$ cat src/calendar_date_step_core_macros.svh
// Assertion macros shared by the calendar date step RTL.
`ifndef CALENDAR_DATE_STEP_CORE_MACROS_SVH
`define CALENDAR_DATE_STEP_CORE_MACROS_SVH

// Check a consequent in the same cycle as its antecedent.
`define CDS_ASSERT_NOW(label, clk, rst_n, ante, cons, msg) \
    label: assert property (@(posedge clk) disable iff (!rst_n) (ante) |-> (cons)) \
        else $error(msg);

// Check a consequent starting in the cycle after its antecedent.
`define CDS_ASSERT_NEXT(label, clk, rst_n, ante, cons, msg) \
    label: assert property (@(posedge clk) disable iff (!rst_n) (ante) |=> (cons)) \
        else $error(msg);

`endif

$ cat src/cds_pkg.sv
// Types, constants and month-length helper for the calendar date step core.
`default_nettype none

package cds_pkg;

    // Month codes
    localparam logic [3:0] MON_JAN = 4'd1;
    localparam logic [3:0] MON_FEB = 4'd2;
    localparam logic [3:0] MON_APR = 4'd4;
    localparam logic [3:0] MON_JUN = 4'd6;
    localparam logic [3:0] MON_SEP = 4'd9;
    localparam logic [3:0] MON_NOV = 4'd11;
    localparam logic [3:0] MON_DEC = 4'd12;

    // Day codes and lengths
    localparam logic [4:0] DAY_FIRST = 5'd1;
    localparam logic [4:0] LEN_31    = 5'd31;
    localparam logic [4:0] LEN_30    = 5'd30;
    localparam logic [4:0] LEN_29    = 5'd29;
    localparam logic [4:0] LEN_28    = 5'd28;

    // Year replacing a negative request
    localparam logic [14:0] YEAR_DEFAULT = 15'd2000;

    // Divisibility by 25 on 15 bits: y*inverse mod 2^15 stays at or below the bound
    localparam logic [14:0] INV25     = 15'h5C29;
    localparam logic [14:0] Q25_BOUND = 15'd1310;

    // Flag bit positions
    localparam int FLAG_YEAR  = 0;
    localparam int FLAG_MONTH = 1;
    localparam int FLAG_DAY   = 2;

    typedef struct packed {
        logic        [5:0]  in_day;
        logic        [3:0]  in_month;
        logic signed [15:0] in_year;
    } req_t;

    typedef struct packed {
        logic        [4:0]  cur_day;
        logic        [3:0]  cur_month;
        logic        [14:0] cur_year;
        logic        [2:0]  fix_flags;
        logic        [4:0]  fwd_day;
        logic        [3:0]  fwd_month;
        logic        [15:0] fwd_year;
        logic        [4:0]  prev_day;
        logic        [3:0]  prev_month;
        logic signed [15:0] prev_year;
    } rsp_t;

    // Corrected date with month lengths, passed to the roll stage
    typedef struct packed {
        logic [4:0]  day;
        logic [3:0]  month;
        logic [14:0] year;
        logic [2:0]  flags;
        logic [4:0]  len;
        logic [4:0]  prev_len;
    } fix_t;

    function automatic logic [4:0] month_len(input logic [3:0] m, input logic leap);
        logic [4:0] res;
        case (m) inside
            MON_APR, MON_JUN, MON_SEP, MON_NOV: res = LEN_30;
            MON_FEB: res = leap ? LEN_29 : LEN_28;
            default: res = LEN_31;
        endcase
        return res;
    endfunction

endpackage

`default_nettype wire

$ cat src/cds_fix.sv
// Two-stage date correction: year and month fix, then leap test and day fix.
`default_nettype none

module cds_fix (
    input  wire logic          clk,
    input  wire logic          rst_n,
    input  wire logic          start,
    input  wire cds_pkg::req_t req,
    output logic               vld,
    output cds_pkg::fix_t      fixed
);
    import cds_pkg::*;

    typedef struct packed {
        logic [5:0]  day;
        logic [3:0]  month;
        logic [14:0] year;
        logic [14:0] prod;
        logic [1:0]  flags;
    } s1_t;

    logic  v1_reg;
    s1_t   s1_reg, s1_next;
    logic  v2_reg;
    fix_t  s2_reg, s2_next;

    logic [29:0] prod_full;
    logic        div4, div16, div25, leap;
    logic [3:0]  prev_m;
    logic [4:0]  len;
    logic        day_bad;

    // Replace a negative year and an unknown month, start the divide-by-25 test
    always_comb
    begin
        s1_next = '0;
        s1_next.day = req.in_day;
        if (req.in_year[15])
        begin
            s1_next.year = YEAR_DEFAULT;
            s1_next.flags[FLAG_YEAR] = 1'b1;
        end
        else
        begin
            s1_next.year = req.in_year[14:0];
        end
        if ((req.in_month < MON_JAN) || (req.in_month > MON_DEC))
        begin
            s1_next.month = MON_JAN;
            s1_next.flags[FLAG_MONTH] = 1'b1;
        end
        else
        begin
            s1_next.month = req.in_month;
        end
        prod_full = {15'd0, s1_next.year} * {15'd0, INV25};
        s1_next.prod = prod_full[14:0];
    end

    // Decide the leap year, month lengths and the day fix
    always_comb
    begin
        div4  = (s1_reg.year[1:0] == 2'd0);
        div16 = (s1_reg.year[3:0] == 4'd0);
        div25 = (s1_reg.prod <= Q25_BOUND);
        leap  = div4 && (!div25 || div16);
        len   = month_len(s1_reg.month, leap);
        prev_m = (s1_reg.month == MON_JAN) ? MON_DEC : (s1_reg.month - 4'd1);
        day_bad = (s1_reg.day == 6'd0) || (s1_reg.day > {1'b0, len});

        s2_next = '0;
        s2_next.month = s1_reg.month;
        s2_next.year  = s1_reg.year;
        s2_next.flags = {day_bad, s1_reg.flags};
        s2_next.day   = day_bad ? DAY_FIRST : s1_reg.day[4:0];
        s2_next.len   = len;
        s2_next.prev_len = month_len(prev_m, leap);
    end

    // Advance the valid bits
    always_ff @(posedge clk or negedge rst_n)
    begin
        if (!rst_n)
        begin
            v1_reg <= 1'b0;
            v2_reg <= 1'b0;
        end
        else
        begin
            v1_reg <= start;
            v2_reg <= v1_reg;
        end
    end

    // Hold the payload of each stage
    always_ff @(posedge clk)
    begin
        s1_reg <= s1_next;
        s2_reg <= s2_next;
    end

    assign vld   = v2_reg;
    assign fixed = s2_reg;

endmodule

`default_nettype wire

$ cat src/cds_roll.sv
// Final stage: form the following and preceding dates and register the result beat.
`default_nettype none

module cds_roll (
    input  wire logic          clk,
    input  wire logic          rst_n,
    input  wire logic          load,
    input  wire cds_pkg::fix_t fixed,
    output logic               done,
    output cds_pkg::rsp_t      rsp
);
    import cds_pkg::*;

    logic done_reg;
    rsp_t rsp_reg, rsp_next;

    // Roll forward and back across month and year ends
    always_comb
    begin
        rsp_next = '0;
        rsp_next.cur_day   = fixed.day;
        rsp_next.cur_month = fixed.month;
        rsp_next.cur_year  = fixed.year;
        rsp_next.fix_flags = fixed.flags;

        rsp_next.fwd_month = fixed.month;
        rsp_next.fwd_year  = {1'b0, fixed.year};
        if (fixed.day == fixed.len)
        begin
            rsp_next.fwd_day = DAY_FIRST;
            if (fixed.month == MON_DEC)
            begin
                rsp_next.fwd_month = MON_JAN;
                rsp_next.fwd_year  = {1'b0, fixed.year} + 16'd1;
            end
            else
            begin
                rsp_next.fwd_month = fixed.month + 4'd1;
            end
        end
        else
        begin
            rsp_next.fwd_day = fixed.day + 5'd1;
        end

        rsp_next.prev_month = fixed.month;
        rsp_next.prev_year  = {1'b0, fixed.year};
        if (fixed.day == DAY_FIRST)
        begin
            if (fixed.month == MON_JAN)
            begin
                rsp_next.prev_day   = LEN_31;
                rsp_next.prev_month = MON_DEC;
                rsp_next.prev_year  = {1'b0, fixed.year} - 16'd1;
            end
            else
            begin
                rsp_next.prev_day   = fixed.prev_len;
                rsp_next.prev_month = fixed.month - 4'd1;
            end
        end
        else
        begin
            rsp_next.prev_day = fixed.day - 5'd1;
        end
    end

    // Advance the result strobe
    always_ff @(posedge clk or negedge rst_n)
    begin
        if (!rst_n)
        begin
            done_reg <= 1'b0;
        end
        else
        begin
            done_reg <= load;
        end
    end

    // Hold the result beat
    always_ff @(posedge clk)
    begin
        rsp_reg <= rsp_next;
    end

    assign done = done_reg;
    assign rsp  = rsp_reg;

endmodule

`default_nettype wire

$ cat src/calendar_date_step_core.sv
// Top level of the calendar date step core: correction pipeline and roll stage.
`default_nettype none

// Takes one date per clock and returns its corrected form with the following
// and preceding dates as a one-cycle beat marked by done, once it has passed
// through the three register stages: year and month fix with the divide-by-25
// multiply, then leap test, month lengths and day fix, then the forward and
// backward roll. Every stage moves on every clock, so busy is always low and
// the receiver must take each beat in the cycle it is shown.
`include "calendar_date_step_core_macros.svh"

module calendar_date_step_core (
    input  wire logic          clk,
    input  wire logic          rst_n,
    input  wire logic          start,
    output logic               busy,
    input  wire cds_pkg::req_t req,
    output logic               done,
    output cds_pkg::rsp_t      rsp
);
    import cds_pkg::*;

    logic vld;
    fix_t fixed;

    // Accept a beat on every clock
    assign busy = 1'b0;

    cds_fix u_fix (
        .clk   (clk),
        .rst_n (rst_n),
        .start (start),
        .req   (req),
        .vld   (vld),
        .fixed (fixed)
    );

    cds_roll u_roll (
        .clk   (clk),
        .rst_n (rst_n),
        .load  (vld),
        .fixed (fixed),
        .done  (done),
        .rsp   (rsp)
    );

    `CDS_ASSERT_NEXT(a_latency, clk, rst_n, start && !busy, ##2 done,
        "accepted beat did not give a result three cycles later")
    `CDS_ASSERT_NOW(a_cur_range, clk, rst_n, done,
        (rsp.cur_day != 5'd0) && (rsp.cur_month >= MON_JAN) && (rsp.cur_month <= MON_DEC),
        "corrected date out of range")
    `CDS_ASSERT_NOW(a_fwd_day, clk, rst_n, done,
        (rsp.fwd_day == DAY_FIRST) || (rsp.fwd_day == rsp.cur_day + 5'd1),
        "following day neither first nor successor")
    `CDS_ASSERT_NOW(a_prev_year, clk, rst_n, done,
        (rsp.prev_year == $signed({1'b0, rsp.cur_year}))
            || (rsp.prev_month == MON_DEC && rsp.prev_day == LEN_31),
        "preceding year changed outside a year rollback")

endmodule

`default_nettype wire
$ cat config.mk
export PLATFORM = sky130hd
export DESIGN_NAME = calendar_date_step_core
export DESIGN_NICKNAME = d
export VERILOG_FILES = /design/src/cds_pkg.sv /design/src/cds_fix.sv /design/src/cds_roll.sv /design/src/calendar_date_step_core.sv
export VERILOG_INCLUDE_DIRS = /design/src /design/src/src
export SDC_FILE = /design/constraint.sdc
export NUM_CORES = 1
export LEC_CHECK = 0
export BUFFER_PORTS_ARGS = -buffer_cell sky130_fd_sc_hd__clkbuf_2
export CAP_MARGIN = 20
export CORE_ASPECT_RATIO = 1.5
export CORE_MARGIN = 4
export CORE_UTILIZATION = 60
export DETAILED_ROUTE_END_ITERATION = 10
export GPL_TIMING_DRIVEN = 0
export MAX_ROUTING_LAYER = met4
export PLACE_DENSITY = 0.85
export SLEW_MARGIN = 0
export SYNTH_ARGS = -nofsm -noshare
export SYNTH_HDL_FRONTEND = slang
export SYNTH_HIERARCHICAL = 1
export SYNTH_SLANG_ARGS = --single-unit
$ cat constraint.sdc
create_clock -name clk -period 4.5 [get_ports clk]
set_input_delay 0.225 -clock clk [delete_from_list [all_inputs] [get_ports clk]]
set_output_delay 0.225 -clock clk [all_outputs]
set_load 0.005 [all_outputs]
# After elaboration in Yosys (flattened, before gate mapping)
# Cells that the tools add are included.
# word_totals
out_inout_bits	79
regBits	159
# op_classes
magnitude_cmp	4
muxes	15
reduce_logical	13
n_eq_ne	15
addsub	7
multipliers	1
bitwise	1
# op_table
cell	count
20-bit two-way mux	2
16-bit two-way mux	2
4-bit equality test (second input constant)	5
15-bit by 1-bit adder with 16-bit output (second input constant)	1
4-bit by 3-bit equality test with 1-bit output (second input constant)	4
15-bit by 1-bit subtractor with 16-bit output (second input constant)	1
15-bit by 11-bit less-or-equal comparator with 1-bit output (second input constant)	1
15-bit by 15-bit multiplier with 15-bit output (second input constant)	1
15-bit two-way mux	1
5-bit two-way mux	3
9-bit two-way mux	1
4-bit by 1-bit equality test with 1-bit output (second input constant)	2
4-bit by 2-bit equality test with 1-bit output (second input constant)	2
4-bit two-way mux	2
4-bit OR reduction	2
4-bit by 1-bit subtractor with 4-bit output (second input constant)	2
6-bit by 5-bit > comparator with 1-bit output	1
6-bit logical NOT	1
5-bit by 1-bit adder with 5-bit output (second input constant)	1
5-bit by 1-bit equality test with 1-bit output (second input constant)	1
5-bit equality test	1
5-bit OR reduction	1
5-bit by 1-bit subtractor with 5-bit output (second input constant)	1
4-bit by 1-bit adder with 4-bit output (second input constant)	1
10 further kinds	16

# Depth between registers and ports, before layout
# logic_depth
ltp_word	9
ltp_mapped	17
ltp_nobuf	16

# Hierarchy
# Netlist, hierarchy kept.
# by_module_without_submodules
mod	n_inst	cells_per_inst	area_each_um2
cds_fix	1	284	3219.3
cds_roll	1	267	2852.7
calendar_date_step_core	1	2	11.3

# Least setup slack after synthesis
# Ideal clock, no wire load.
# synth_timing
kind	input to register
startpoint	input req[15] (netlist name)
endpoint	register u_fix/s1_reg[16] (netlist name)
required_time_ps	4382
path_slack_ps	371
n_path_buf	1
setup_time_ps	118
t_arrival_ps	4011
path_stages	15
cell_sequence	clkbuf_1 or2_2 ha_1 inv_1 fa_1 inv_1 ha_1 fa_1 fa_1 ha_1 ha_1 o21ai_0 or2b_2 o41a_1 xnor2_1
# synth_lines
item	line	text
from (decl)	calendar_date_step_core.sv:17	input wire cds_pkg::req_t req,
to (signal assigned)	cds_fix.sv:98	s1_reg <= s1_next;
to (decl)	cds_fix.sv:23	s1_t s1_reg, s1_next;

==> impl_metrics.env <==
export IMPL_status="finished clean"
export IMPL_cpMostUsedCell="ha_1"
export IMPL_critPathBufInv=4
export IMPL_synth_most_common_cell="dfxtp_1"
export IMPL_post_drt_via_cell_ratio=5.28
export IMPL_port_buffers=106
export IMPL_yosysUniqueCellTypes=59
export IMPL_finalPower_mw=3.70
export IMPL_vdd_drop_max_uv=280
export IMPL_slew_headroom=0.588
export IMPL_cellLeakagePower_nw=3.56
export IMPL_crit_family="adder cells"
export IMPL_num_rows=44
export IMPL_dp_hpwl_um=9010
export IMPL_end_kind="flop"
export IMPL_wl_met3_um=737
export IMPL_cts_setup_buffers=0
export IMPL_period_needed_ns=4.25
export IMPL_final_nets=796
export IMPL_h_tree_depth=4
export IMPL_cts_made_buffers=17
export IMPL_ys_warnings_count=6
export IMPL_dieArea_um2=11800
export IMPL_postPlaceCellArea_um2=6780
export IMPL_synthArstFlopShare=0.0200
export IMPL_cts_buffer_depth=2
export IMPL_crit_chain="clkbuf_2, clkbuf_1, or2_2, ha_1, inv_1, fa_1, inv_1, ha_1, fa_1, fa_1, ha_1, ha_1, o21ai_0, or2b_2, o41a_1, xnor2_1"
export IMPL_slew_violations=0
export IMPL_rsz0062_at_grt="no"
export IMPL_first_pass_iters=5
export IMPL_seq_area_frac_synth=0.496
export IMPL_drt_iter0_drc=211
export IMPL_initial_core_util=0.621
export IMPL_synth_seq_cells=150
export IMPL_io_pins=108
export IMPL_finalSetupViolCount=0
export IMPL_grt_pass1_wl_um=21000
export IMPL_synth_top_cell_area_share=0.484
export IMPL_hold_violations=0
export IMPL_grt_pass1_vias=4539
export IMPL_wirelength_um=12600
export IMPL_tightest_slew_ns=0.612
export IMPL_start_kind="input pin"
export IMPL_avgSynthCellArea_um2=11.0
export IMPL_post_route_period_util=0.945
export IMPL_maxCapViolations=0
export IMPL_fmaxAchievable_mhz=235
export IMPL_synthFlopType="dfxtp_1"
export IMPL_clock_latency_ns=0.41
export IMPL_postLayoutCellArea_um2=7520
export IMPL_wl_met1_um=4610
export IMPL_yosysTopAreaCell="dfxtp_1"
export IMPL_ys_top_cells_by_area="dfxtp_1, ha_1, xnor2_1"
export IMPL_core_area_um2=9800
export IMPL_n_antenna_cell=0
export IMPL_wl_per_cell_um=15.4
export IMPL_hold_class="in -> reg"
export IMPL_clock_sinks=150
export IMPL_critPathSlowestCell="fa_1"
export IMPL_grt_max_degree=17
export IMPL_root_buffer="clkbuf_16"
export IMPL_synthTopCellsByCount="dfxtp_1, ha_1, inv_1"
export IMPL_crit_path_max_incr_delay_ns=0.51
export IMPL_grt_usage=0.226
export IMPL_worst_path_max_fanout=10
export IMPL_largest_reg_flops=77
export IMPL_place_congestion=0.900
export IMPL_drive_above_1_share=0.253
export IMPL_cts_tree="built"
export IMPL_worst_ep_arrival_time_ns=4.55
export IMPL_critPathKind="in -> reg"
export IMPL_antenna_found_initial=0
export IMPL_area_growth_pct=23.6
export IMPL_netlist_area_um2=6080
export IMPL_die_x_um=90.2
export IMPL_clock_skew_ns=0.00626
export IMPL_top_layer_used="met4"
export IMPL_ant_nets=0
export IMPL_worstPathRequired_ns=4.79
export IMPL_wl_met2_um=6950
export IMPL_power_per_cell_area_nw_per_um2=492
export IMPL_vias=4319
export IMPL_grt_overflow=0
export IMPL_synth_edf_count=0
export IMPL_clk_pin_slew_ns=0.06
export IMPL_syn_inst=553
export IMPL_drc=0
export IMPL_die_h_um=131
[per-layer routing]
metal | track usage | up-vias
met5 | - | -
met4 | 0.0852 | 0
met3 | 0.0589 | 37
met2 | 0.427 | 171
met1 | 0.217 | 2035
li1 | - | 2076
[cell usage in the layout (no fill, tap or decap), types with 4 or more instances in the layout]
cell type,instances
o21ai_0,6
conb_1,7
and3_1,4
clkbuf_16,18
nor3_2,4
nand2b_1,5
nand2_1,17
nand4_1,4
xnor2_1,41
buf_4,7
nor3b_1,4
nor3_1,12
fa_1,14
and2_1,6
nor2b_1,6
dfxtp_1,147
or2_2,7
or3_1,6
clkbuf_2,106
inv_1,61
nand3_1,11
buf_2,7
xor2_1,17
nor4_1,8
clkbuf_1,9
ha_1,61
bufinv_16,4
a21oi_1,15
dlygate4sd3_1,9
nor2_1,22
[what timing repair did]
action,4_1_cts,5_1_grt
hold endpoints to repair,11,0
hold buffers,9,0
gates resized for setup,0,2
setup endpoints to repair,0,1
[logic make-up after synthesis]
kind of cell | share of synthesized area
simple gates | 0.138
mux | 0.00370
compound gates | 0.0415
xor+xnor | 0.0862
fa+ha+maj | 0.172
buf+inv | 0.0613
flops | 0.496
other cells | 0.00123
[path summary, 6_finish.rpt]
check | startpoint | endpoint | slack (ns) | depth (start not counted)
max | req[15] | u_fix/s1_reg[16] | 0.25 | 16
min | req[16] | u_fix/s1_reg[32] | 0.03 | 2
max reg2reg | u_fix/s1_reg[4] | u_fix/fixed[36] | 1.77 | 12
min reg2reg | u_fix/s1_reg[27] | u_fix/fixed[23] | 0.33 | 0
max in group asynchronous | rst_n | u_roll/done | 4.23 | 2
min in group asynchronous | rst_n | u_fix/v1_reg | 0.16 | 2
[layout make-up]
cell class                 count  area [µm²]
timing repair buffer         115         621
tap                          115         144
inverter                      61         229
multi-input combinational    322        2720
buffer                        25         144
clock inverter                10         168
sequential                   150        3020
clock buffer                  20         478
fill                         615        2280
[where the power goes]
part | internal [mW] | switching, mW
combinational | 0.328 | 0.344
sequential | 1.46 | 0.0544
clock | 0.989 | 0.527
total | 2.78 | 0.925
[stage by stage]
step | TNS (ns) | hold slack, ns | instances | utilization | worst slack, ns
after floorplan | 0 | -0.0706 | 558 | - | 0.371
after global placement | -0.202 | 0.0190 | 779 | 0.692 | -0.202
after detailed placement | -0.272 | 0.0253 | 779 | 0.692 | -0.272
after CTS | 0 | 0.0191 | 818 | 0.767 | 0.154
after global routing | 0 | 0.0227 | 818 | 0.767 | 0.0668
final | 0 | 0.0284 | 818 | 0.767 | 0.246
Note: power is estimated with default switching activity, not from simulation.
